**config.mk**
```make
export PLATFORM = sky130hd
export DESIGN_NAME = hypergraph_spanning_column_select
export DESIGN_NICKNAME = d
export VERILOG_FILES = /design/src/rtl/hsc_pkg.sv /design/src/rtl/hsc_label_ram.sv /design/src/rtl/hsc_engine.sv /design/src/rtl/hypergraph_spanning_column_select.sv
export VERILOG_INCLUDE_DIRS = /design/src /design/src/rtl
export SDC_FILE = /design/constraint.sdc
export NUM_CORES = 1
export LEC_CHECK = 0
export BUFFER_PORTS_ARGS = -buffer_cell sky130_fd_sc_hd__buf_2
export CORE_AREA = 2 2 215 259
export DETAILED_ROUTE_END_ITERATION = 7
export DIE_AREA = 0 0 217 261
export PLACE_DENSITY = 0.78
export SYNTH_ARGS = -nofsm -noshare
export SYNTH_HDL_FRONTEND = slang
export SYNTH_HIERARCHICAL = 1
export SYNTH_SLANG_ARGS = --single-unit
```
**constraint.sdc**
```tcl
create_clock -name clk -period 4.72 [get_ports clk]
set_input_delay 0.708 -clock clk [delete_from_list [all_inputs] [get_ports clk]]
set_output_delay 0.708 -clock clk [all_outputs]
set_load 0.02 [all_outputs]
```
**src/rtl/hypergraph_spanning_column_select_defines.svh**
```systemverilog
// Assertion helpers shared by hsc_label_ram.sv and hsc_engine.sv.
`ifndef HYPERGRAPH_SPANNING_COLUMN_SELECT_DEFINES_SVH
`define HYPERGRAPH_SPANNING_COLUMN_SELECT_DEFINES_SVH

`ifndef SYNTHESIS
`define HSC_ASSERT_IMP(lbl, clk, rst_n, ante, cons) \
	lbl: assert property (@(posedge clk) disable iff (!(rst_n)) (ante) |-> (cons)) \
		else $error("assertion failed");
`define HSC_ASSERT_NXT(lbl, clk, rst_n, ante, cons) \
	lbl: assert property (@(posedge clk) disable iff (!(rst_n)) (ante) |=> (cons)) \
		else $error("assertion failed");
`else
`define HSC_ASSERT_IMP(lbl, clk, rst_n, ante, cons)
`define HSC_ASSERT_NXT(lbl, clk, rst_n, ante, cons)
`endif

`endif

```
**src/rtl/hsc_pkg.sv**
```systemverilog
package hsc_pkg;

	localparam int MAX_ROWS   = 62;
	localparam int INDEX_BITS = 12;

	localparam int NODE_W     = 6;
	localparam int NODE_COUNT = 1 << NODE_W;
	localparam int LOW_NODE   = MAX_ROWS;
	localparam int HIGH_NODE  = MAX_ROWS + 1;
	localparam int LABEL_W    = 6;

	localparam int S_TDATA_W = ((MAX_ROWS + INDEX_BITS + 7) / 8) * 8;
	localparam int M_TDATA_W = ((LABEL_W + INDEX_BITS + 7) / 8) * 8;
	localparam int M_TUSER_W = 3;

	localparam int PADDR_W = 3;
	localparam int PDATA_W = 32;

	localparam logic REG_ROWS_IN_USE     = 1'b0;
	localparam logic REG_SELECTION_LIMIT = 1'b1;

	typedef enum logic [2:0] {
		ST_IDLE,
		ST_PREP,
		ST_SCAN,
		ST_MERGE,
		ST_FINISH
	} state_t;

	typedef struct packed {
		logic               clear;
		logic               re;
		logic [NODE_W-1:0]  raddr;
		logic               we;
		logic [NODE_W-1:0]  waddr;
		logic [LABEL_W-1:0] wdata;
	} ram_req_t;

	function automatic logic [LABEL_W-1:0] clamp_reg(input logic [LABEL_W-1:0] v);
		logic [LABEL_W-1:0] r;
		r = v;
		if (v == '0) begin
			r = LABEL_W'(1);
		end else if ({1'b0, v} > (LABEL_W + 1)'(MAX_ROWS)) begin
			r = LABEL_W'(MAX_ROWS);
		end
		return r;
	endfunction

endpackage

```
**src/rtl/hsc_label_ram.sv**
```systemverilog
`include "hypergraph_spanning_column_select_defines.svh"

module hsc_label_ram (
	input  logic                        clk,
	input  logic                        arst_n,
	input  hsc_pkg::ram_req_t           req,
	output logic [hsc_pkg::LABEL_W-1:0] rdata
);
	import hsc_pkg::*;

	logic [LABEL_W-1:0]    mem [NODE_COUNT];
	logic [NODE_COUNT-1:0] vld_q;
	logic [LABEL_W-1:0]    rdata_q;
	logic                  rvld_q;

	always_ff @(posedge clk) begin
		if (req.we) begin
			mem[req.waddr] <= req.wdata;
		end
		if (req.re) begin
			rdata_q <= mem[req.raddr];
		end
	end

	// Entries never written since the last clear read as unlabelled.
	always_ff @(posedge clk or negedge arst_n) begin
		if (!arst_n) begin
			vld_q  <= '0;
			rvld_q <= 1'b0;
		end else begin
			if (req.clear) begin
				vld_q <= '0;
			end else if (req.we) begin
				vld_q[req.waddr] <= 1'b1;
			end
			if (req.re) begin
				rvld_q <= vld_q[req.raddr];
			end
		end
	end

	assign rdata = rvld_q ? rdata_q : '0;

	`HSC_ASSERT_IMP(a_no_same_addr, clk, arst_n, req.we && req.re, req.waddr != req.raddr)
	`HSC_ASSERT_IMP(a_clear_no_access, clk, arst_n, req.clear, !req.we && !req.re)
	`HSC_ASSERT_NXT(a_clear_empties, clk, arst_n, req.clear, vld_q == '0)

endmodule

```
**src/rtl/hsc_engine.sv**
```systemverilog
`include "hypergraph_spanning_column_select_defines.svh"

module hsc_engine (
	input  logic                          clk,
	input  logic                          arst_n,
	input  logic [hsc_pkg::LABEL_W-1:0]   rows_in_use,
	input  logic [hsc_pkg::LABEL_W-1:0]   selection_limit,
	input  logic                          s_tvalid,
	output logic                          s_tready,
	input  logic [hsc_pkg::S_TDATA_W-1:0] s_tdata,
	input  logic [0:0]                    s_tuser,
	output logic                          m_tvalid,
	input  logic                          m_tready,
	output logic [hsc_pkg::M_TDATA_W-1:0] m_tdata,
	output logic [hsc_pkg::M_TUSER_W-1:0] m_tuser,
	output hsc_pkg::ram_req_t             ram_req,
	input  logic [hsc_pkg::LABEL_W-1:0]   ram_rdata
);
	import hsc_pkg::*;

	state_t state_q, state_d;

	logic [NODE_W:0]         cnt_q;
	logic                    rd_s1;
	logic [NODE_W-1:0]       idx_s1;
	logic [MAX_ROWS-1:0]     bits_q;
	logic [INDEX_BITS-1:0]   index_q;
	logic [NODE_COUNT-1:0]   touched_q;
	logic [NODE_COUNT-1:0]   seen_q;
	logic                    loop_q;
	logic [1:0]              lab_cnt_q;
	logic [LABEL_W-1:0]      one_label_q;
	logic [LABEL_W-1:0]      next_label_q;
	logic [LABEL_W-1:0]      count_q;
	logic                    res_acc_q;
	logic                    res_loop_q;
	logic                    res_done_q;
	logic [LABEL_W-1:0]      res_slot_q;
	logic                    m_tvalid_q;
	logic [M_TDATA_W-1:0]    m_tdata_q;
	logic [M_TUSER_W-1:0]    m_tuser_q;

	logic [LABEL_W-1:0]      ru;
	logic [LABEL_W-1:0]      lim;
	logic [MAX_ROWS-1:0]     row_mask;
	logic [MAX_ROWS-1:0]     low_mask;
	logic [MAX_ROWS-1:0]     nodes_raw;
	logic                    single_bit;
	logic [NODE_COUNT-1:0]   touched_d;
	logic                    done_now;
	logic                    s_accept;
	logic                    out_free;
	logic                    hit;
	logic                    loop_d;
	logic                    single;
	logic [LABEL_W-1:0]      count_inc;
	logic                    last_node;

	assign ru  = clamp_reg(rows_in_use);
	assign lim = clamp_reg(selection_limit);

	always_comb begin
		for (int r = 0; r < MAX_ROWS; r++) begin
			row_mask[r] = {1'b0, ru} > (LABEL_W + 1)'(r);
			low_mask[r] = {2'b0, ru[LABEL_W-1:1]} > (LABEL_W + 1)'(r);
		end
	end

	// A column that touches one row also touches the boundary on that row's side.
	assign nodes_raw  = bits_q & row_mask;
	assign single_bit = (nodes_raw != '0) && ((nodes_raw & (nodes_raw - 1'b1)) == '0);

	always_comb begin
		touched_d = '0;
		touched_d[MAX_ROWS-1:0] = nodes_raw;
		if (single_bit) begin
			if ((nodes_raw & low_mask) != '0) begin
				touched_d[LOW_NODE] = 1'b1;
			end else begin
				touched_d[HIGH_NODE] = 1'b1;
			end
		end
	end

	assign done_now  = count_q >= lim;
	assign s_tready  = state_q == ST_IDLE;
	assign s_accept  = s_tvalid && s_tready;
	assign out_free  = !m_tvalid_q || m_tready;
	assign last_node = cnt_q[NODE_W];
	assign single    = lab_cnt_q == 2'd1;
	assign count_inc = count_q + 1'b1;

	assign hit    = (state_q == ST_SCAN) && rd_s1 && touched_q[idx_s1] && (ram_rdata != '0);
	assign loop_d = loop_q || (hit && seen_q[ram_rdata]);

	always_ff @(posedge clk or negedge arst_n) begin
		if (!arst_n) begin
			state_q <= ST_IDLE;
		end else begin
			state_q <= state_d;
		end
	end

	always_comb begin
		state_d       = state_q;
		ram_req.clear = s_accept && s_tuser[0];
		ram_req.re    = ((state_q == ST_SCAN) || (state_q == ST_MERGE)) && !last_node;
		ram_req.raddr = cnt_q[NODE_W-1:0];
		ram_req.we    = 1'b0;
		ram_req.waddr = idx_s1;
		ram_req.wdata = single ? one_label_q : next_label_q;
		case (state_q)
			ST_IDLE: begin
				if (s_accept) begin
					state_d = ST_PREP;
				end
			end
			ST_PREP: begin
				state_d = done_now ? ST_FINISH : ST_SCAN;
			end
			ST_SCAN: begin
				if (last_node) begin
					state_d = loop_d ? ST_FINISH : ST_MERGE;
				end
			end
			ST_MERGE: begin
				ram_req.we = rd_s1 && (touched_q[idx_s1] ||
					((ram_rdata != '0) && seen_q[ram_rdata] && !single));
				if (last_node) begin
					state_d = ST_FINISH;
				end
			end
			ST_FINISH: begin
				if (out_free) begin
					state_d = ST_IDLE;
				end
			end
			default: begin
				state_d = ST_IDLE;
			end
		endcase
	end

	always_ff @(posedge clk) begin
		if (s_accept) begin
			bits_q  <= s_tdata[MAX_ROWS-1:0];
			index_q <= s_tdata[MAX_ROWS +: INDEX_BITS];
		end
		idx_s1 <= ram_req.raddr;
		if (state_q == ST_PREP) begin
			touched_q <= touched_d;
		end
		if (hit) begin
			one_label_q <= ram_rdata;
		end
	end

	always_ff @(posedge clk or negedge arst_n) begin
		if (!arst_n) begin
			cnt_q        <= '0;
			rd_s1        <= 1'b0;
			seen_q       <= '0;
			loop_q       <= 1'b0;
			lab_cnt_q    <= '0;
			next_label_q <= LABEL_W'(1);
			count_q      <= '0;
			res_acc_q    <= 1'b0;
			res_loop_q   <= 1'b0;
			res_done_q   <= 1'b0;
			res_slot_q   <= '0;
			m_tvalid_q   <= 1'b0;
			m_tdata_q    <= '0;
			m_tuser_q    <= '0;
		end else begin
			rd_s1 <= ram_req.re;
			cnt_q <= ram_req.re ? cnt_q + 1'b1 : '0;
			if (ram_req.clear) begin
				next_label_q <= LABEL_W'(1);
				count_q      <= '0;
			end
			case (state_q)
				ST_PREP: begin
					seen_q     <= '0;
					loop_q     <= 1'b0;
					lab_cnt_q  <= '0;
					res_acc_q  <= 1'b0;
					res_loop_q <= 1'b0;
					res_slot_q <= '0;
					res_done_q <= done_now;
				end
				ST_SCAN: begin
					loop_q <= loop_d;
					if (hit) begin
						seen_q[ram_rdata] <= 1'b1;
						if (lab_cnt_q != 2'd2) begin
							lab_cnt_q <= lab_cnt_q + 1'b1;
						end
					end
					if (last_node) begin
						res_loop_q <= loop_d;
					end
				end
				ST_MERGE: begin
					if (last_node) begin
						res_acc_q  <= 1'b1;
						res_slot_q <= count_q;
						count_q    <= count_inc;
						res_done_q <= count_inc >= lim;
						if (!single) begin
							next_label_q <= next_label_q + 1'b1;
						end
					end
				end
				default: begin
				end
			endcase
			if ((state_q == ST_FINISH) && out_free) begin
				m_tvalid_q <= 1'b1;
				m_tdata_q  <= M_TDATA_W'({index_q, res_slot_q});
				m_tuser_q  <= {res_done_q, res_loop_q, res_acc_q};
			end else if (m_tready) begin
				m_tvalid_q <= 1'b0;
			end
		end
	end

	assign m_tvalid = m_tvalid_q;
	assign m_tdata  = m_tdata_q;
	assign m_tuser  = m_tuser_q;

	`HSC_ASSERT_IMP(a_acc_xor_loop, clk, arst_n, m_tvalid_q, !(m_tuser_q[0] && m_tuser_q[1]))
	`HSC_ASSERT_IMP(a_count_bound, clk, arst_n, 1'b1, {1'b0, count_q} <= (LABEL_W + 1)'(MAX_ROWS))
	`HSC_ASSERT_IMP(a_write_in_merge, clk, arst_n, ram_req.we, state_q == ST_MERGE)

endmodule

```
**src/rtl/hypergraph_spanning_column_select.sv**
```systemverilog
// Channel   Direction  Contents
// s_*       in         column request: tdata = column_bits, column_index; tuser = start_req
// m_*       out        column result: tdata = slot, source_column; tuser = flags
// APB       in         rows_in_use at 0x0, selection_limit at 0x4
//
// A column that is checked and merged is captured, has its touched node set formed, has
// the label memory scanned, is relabelled through its single read and write port, and
// has its result loaded. A column rejected as a loop skips the relabel walk, and one
// arriving once the limit is reached skips both the scan and the relabel walk. A stalled
// result holds the block in its last step. Reset clears every label at once through
// per-entry valid bits, as does start_req.

module hypergraph_spanning_column_select (
	input  logic                          clk,
	input  logic                          arst_n,
	input  logic                          psel,
	input  logic                          penable,
	input  logic                          pwrite,
	input  logic [hsc_pkg::PADDR_W-1:0]   paddr,
	input  logic [hsc_pkg::PDATA_W-1:0]   pwdata,
	output logic [hsc_pkg::PDATA_W-1:0]   prdata,
	output logic                          pready,
	input  logic                          s_tvalid,
	output logic                          s_tready,
	// column_bits, column_index, zero fill
	input  logic [hsc_pkg::S_TDATA_W-1:0] s_tdata,
	// start_req
	input  logic [0:0]                    s_tuser,
	output logic                          m_tvalid,
	input  logic                          m_tready,
	// slot, source_column, zero fill
	output logic [hsc_pkg::M_TDATA_W-1:0] m_tdata,
	// accepted, loop_found, done_res
	output logic [hsc_pkg::M_TUSER_W-1:0] m_tuser
);
	import hsc_pkg::*;

	logic [LABEL_W-1:0] rows_in_use_q;
	logic [LABEL_W-1:0] selection_limit_q;
	logic               reg_wr;
	ram_req_t           ram_req;
	logic [LABEL_W-1:0] ram_rdata;

	assign pready = 1'b1;
	assign reg_wr = psel && penable && pwrite && pready;

	always_ff @(posedge clk or negedge arst_n) begin
		if (!arst_n) begin
			rows_in_use_q     <= LABEL_W'(MAX_ROWS);
			selection_limit_q <= LABEL_W'(MAX_ROWS);
		end else if (reg_wr) begin
			case (paddr[2])
				REG_ROWS_IN_USE: begin
					rows_in_use_q <= pwdata[LABEL_W-1:0];
				end
				REG_SELECTION_LIMIT: begin
					selection_limit_q <= pwdata[LABEL_W-1:0];
				end
				default: begin
				end
			endcase
		end
	end

	always_comb begin
		case (paddr[2])
			REG_ROWS_IN_USE:     prdata = PDATA_W'(rows_in_use_q);
			REG_SELECTION_LIMIT: prdata = PDATA_W'(selection_limit_q);
			default:             prdata = '0;
		endcase
	end

	hsc_engine u_engine (
		.clk             (clk),
		.arst_n          (arst_n),
		.rows_in_use     (rows_in_use_q),
		.selection_limit (selection_limit_q),
		.s_tvalid        (s_tvalid),
		.s_tready        (s_tready),
		.s_tdata         (s_tdata),
		.s_tuser         (s_tuser),
		.m_tvalid        (m_tvalid),
		.m_tready        (m_tready),
		.m_tdata         (m_tdata),
		.m_tuser         (m_tuser),
		.ram_req         (ram_req),
		.ram_rdata       (ram_rdata)
	);

	hsc_label_ram u_label_ram (
		.clk    (clk),
		.arst_n (arst_n),
		.req    (ram_req),
		.rdata  (ram_rdata)
	);

endmodule
```
==> metrics.cfg <==
[timing]
finalCritPeriodShare=0.957
maxSlewViolCount=0
maxClockFrequency_mhz=221
fin_setup_tns_ns=0
finalHoldViolCount=0
clock-skew-final_ns=0.0249
fin_crit_ns=4.52
rsz0062_at_grt=false
maxSlewHeadroom=0.104
finalSetupViolCount=0
max_slew.worst_pin.slew_ns=1.34

[finish]
n_antenna_cell=0
multi_input_area_um2=10100
mostFrequentLayoutCells=edfxtp_1, nor2_1, dfrtp_1, mux4_2, nand2_1
nNetsFinal=2455
finish.instance_area_um2=35900
seqCellArea_um2=21100
area_delta_synth_final_pct=11.9
drive_above_1_share=0.240
utilization=0.661
final_common_cell=edfxtp_1
fillers=3706

[global_route]
grt_util_all_layers=0.278
grt.overflow.total=0
antenna_found_initial=0
grt_pass1_vias=20000
grt_max_degree=106
grt_pass1_wl_um=118000

[yosys]
ys.flop_type=edfxtp_1
synth.avg_cell_area_um2=14.9
synthAdderAreaFrac=0.00756
synthCells=2161
synth_compound_area_frac=0.0701
synthXorXnorAreaFrac=0.00245
synth-simple-area-share=0.0929
synth_mux_area_frac=0.137
synthArstFlopShare=0.268
ys_warn_count=6
synth_edf_count=534
ys_seq_elements=738
synth_top_family_by_area=multiplexers
ys_seq_area_frac=0.658
yosysUniqueCellTypes=89
synthesis.area_um2=32100

[route]
drc=0
wl_um=76600
drt-initial-drc-count=2031
vias=19400
antenna_left=0
routedWlPerCell_um=24.8
first_pass_iters=6
vias_per_cell=6.28

[floorplan]
io_pins=185
coreArea_um2=54300
fp.dieH_um=261
rows=94
die_w_um=217
start_util=0.591
die-area_um2=56600

[setup_path]
slowest_stage=and2_2
cp_common_cell=buf_4
path_depth=14
rr_worst_depth=14
critPathRequiredTime_ns=5.03
crit_family=simple AND/OR/NAND/NOR gates
crit_path_end_kind=flop
crit_path_max_fanout=24
start_kind=flop
crit_arrival_ns=4.83
path_cells=and2_2, mux4_2, o41a_1, and2_1, o31a_1, nor3_1, a31oi_1, nor2_1, buf_4, nor2b_1, nand3_1, buf_4, nor2_1, buf_4
critPathMaxStageDelay_ns=0.53
crit_type=flop to flop
cp_num_buf_inv=3

[placed_design]
portBuffers=117
placed_area_um2=33700
place.gp.congestion=0.897
hpwl_um=51400

[clocking]
clk_path_buf_depth=3
cts_sinks=738
postCtsSetupBuffers=0
cts_tree=yes
cts_made_buffers=71
clock_latency_ns=0.62
clk_pin_slew_ns=0.06
cts_root_buffer=clkbuf_16
cts_htree_levels=3
cts_hold_buf=0

[status]
status=completed

[pwr]
leakagePower_nw=13.3
peakVddDrop_uv=562
power.density_nw_per_um2=615

[job]
cap_violations=0

[min_path]
min_path_type=input port to async pin

-- routing by layer --
metal / track usage / up-vias / wire length, µm / share of wire
li1: - / 8555 / - / -
met1: 0.334 / 9870 / 28100 / 0.37
met2: 0.488 / 806 / 39800 / 0.52
met3: 0.0374 / 202 / 4300 / 0.056
met4: 0.157 / 0 / 4460 / 0.058
met5: 0 / - / 0 / 0
-- synth_stat cells (6+ instances only) --
library cell | number | area, µm²
and3_1 | 20 | 125
nor2_1 | 262 | 983
nand3b_1 | 11 | 82.6
nand2_1 | 121 | 454
a21o_1 | 6 | 45.0
ha_1 | 17 | 213
mux4_2 | 159 | 3580
clkbuf_1 | 83 | 312
edfxtp_1 | 534 | 16000
a31oi_1 | 16 | 100
nor4_1 | 9 | 56.3
nand4_1 | 12 | 75.1
nand2b_1 | 15 | 93.8
dfxtp_1 | 6 | 120
or2_2 | 9 | 56.3
o31ai_1 | 6 | 45.0
o21ai_0 | 91 | 455
dfrtp_1 | 187 | 4680
mux2i_1 | 29 | 290
buf_4 | 43 | 323
o22ai_1 | 17 | 106
buf_2 | 16 | 80.1
nand3_1 | 53 | 265
inv_1 | 47 | 176
mux2_2 | 47 | 529
buf_1 | 9 | 33.8
o21a_1 | 17 | 128
dfstp_2 | 11 | 289
buf_6 | 9 | 101
or3_1 | 15 | 93.8
o211ai_1 | 12 | 90.1
and2_1 | 24 | 150
a21oi_1 | 31 | 155
a22oi_1 | 9 | 67.6
a22o_1 | 25 | 219
o221ai_1 | 7 | 61.3
a21boi_0 | 11 | 82.6
nor2b_1 | 22 | 138
a211oi_1 | 8 | 60.1
nor3_1 | 23 | 115
-- timing repair --
| action | CTS | global route |
|---|---|---|
| hold endpoints to repair | 0 | 0 |
| resized for setup | 0 | 3 |
| setup endpoints to repair | 0 | 82 |
-- final timing paths --
check | slack, ns | start | end
setup reg to reg | 0.20 | u_label_ram/rvld_q$_DFFE_PN0P_ | u_label_ram/mem[22][3]$_DFFE_PP_
max in group asynchronous | 3.43 | arst_n | u_label_ram/vld_q[31]$_DFFE_PN0P_
setup / recovery | 0.20 | u_label_ram/rvld_q$_DFFE_PN0P_ | u_label_ram/mem[22][3]$_DFFE_PP_
hold / removal | 0.22 | arst_n | u_engine/m_tdata[15]$_DFFE_PN0P_
min in group clk | 0.27 | s_tdata[70] | u_engine/index_q[8]$_DFFE_PP_
hold reg to reg | 0.48 | u_engine/seen_q[0]$_DFFE_PN0P_ | u_engine/seen_q[0]$_DFFE_PN0P_
-- cell type report --
class,count,share of cell area
sequential,738,0.588
timing repair buffer,211,0.0379
multi-input combinational,1246,0.281
clock buffer,96,0.0555
tap,720,0.0251
clock inverter,35,0.00742
inverter,47,0.00491
-- flip-flops by register name, summed over array words and instances (netlist names), 2 cells and up --
name / cells
u_engine/seen_q: 64
u_engine/state_q: 3
u_engine/m_tdata: 18
u_engine/m_tuser: 3
u_engine/cnt_q: 7
u_engine/one_label_q: 6
u_engine/touched_q: 64
u_label_ram/mem: 384
u_engine/bits_q: 62
u_label_ram/rdata_q: 6
rows_in_use_q: 6
u_engine/next_label_q: 6
u_engine/lab_cnt_q: 2
u_engine/idx_s1: 6
u_engine/count_q: 6
u_engine/index_q: 12
u_label_ram/vld_q: 64
selection_limit_q: 6
u_engine/res_slot_q: 6
-- worst register-to-register path, stage by stage (launching register included) --
cell and delay, ns:
dfrtp_1 0.44, and2_2 0.53, mux4_2 0.40, o41a_1 0.44, and2_1 0.17, o31a_1 0.25
nor3_1 0.28, a31oi_1 0.13, nor2_1 0.18, buf_4 0.19, nor2b_1 0.26, nand3_1 0.33
buf_4 0.30, nor2_1 0.12, buf_4 0.21
-- power breakdown --
part	leakage, nW	switching (mW)	internal [mW]
Clock	1.11	2.39	3.11
Combinational	4.67	4.13	2.80
Sequential	7.49	0.928	8.76
Total	13.3	7.45	14.7
-- cells by family (layout without fill, tap and decap cells) --
logic type                 after synthesis  count (layout)
AOI/OAI and AO/OA                      323             323
xor gates and xnor gates                 9               9
adders and majority gates               20              20
buffers and inverters                  207             389
DFF                                    738             738
muxes                                  235             235
other                                    3              33
and+or+nand+nor                        626             626
-- through the flow --
| stage | instances | hold slack (ns) | power [mW] | setup slack, ns |
|---|---|---|---|---|
| after floorplan | 2191 | 0.399 | 14.3 | 0.552 |
| after global placement | 2962 | 0.456 | 16.3 | 0.279 |
| after detailed placement | 2962 | 0.467 | 16.6 | 0.261 |
| after CTS | 3093 | 0.233 | 22.2 | 0.189 |
| after global routing | 3093 | 0.264 | 23.1 | 0.0286 |
| final | 3093 | 0.224 | 22.1 | 0.201 |
Power figures use the tool's default switching activity.
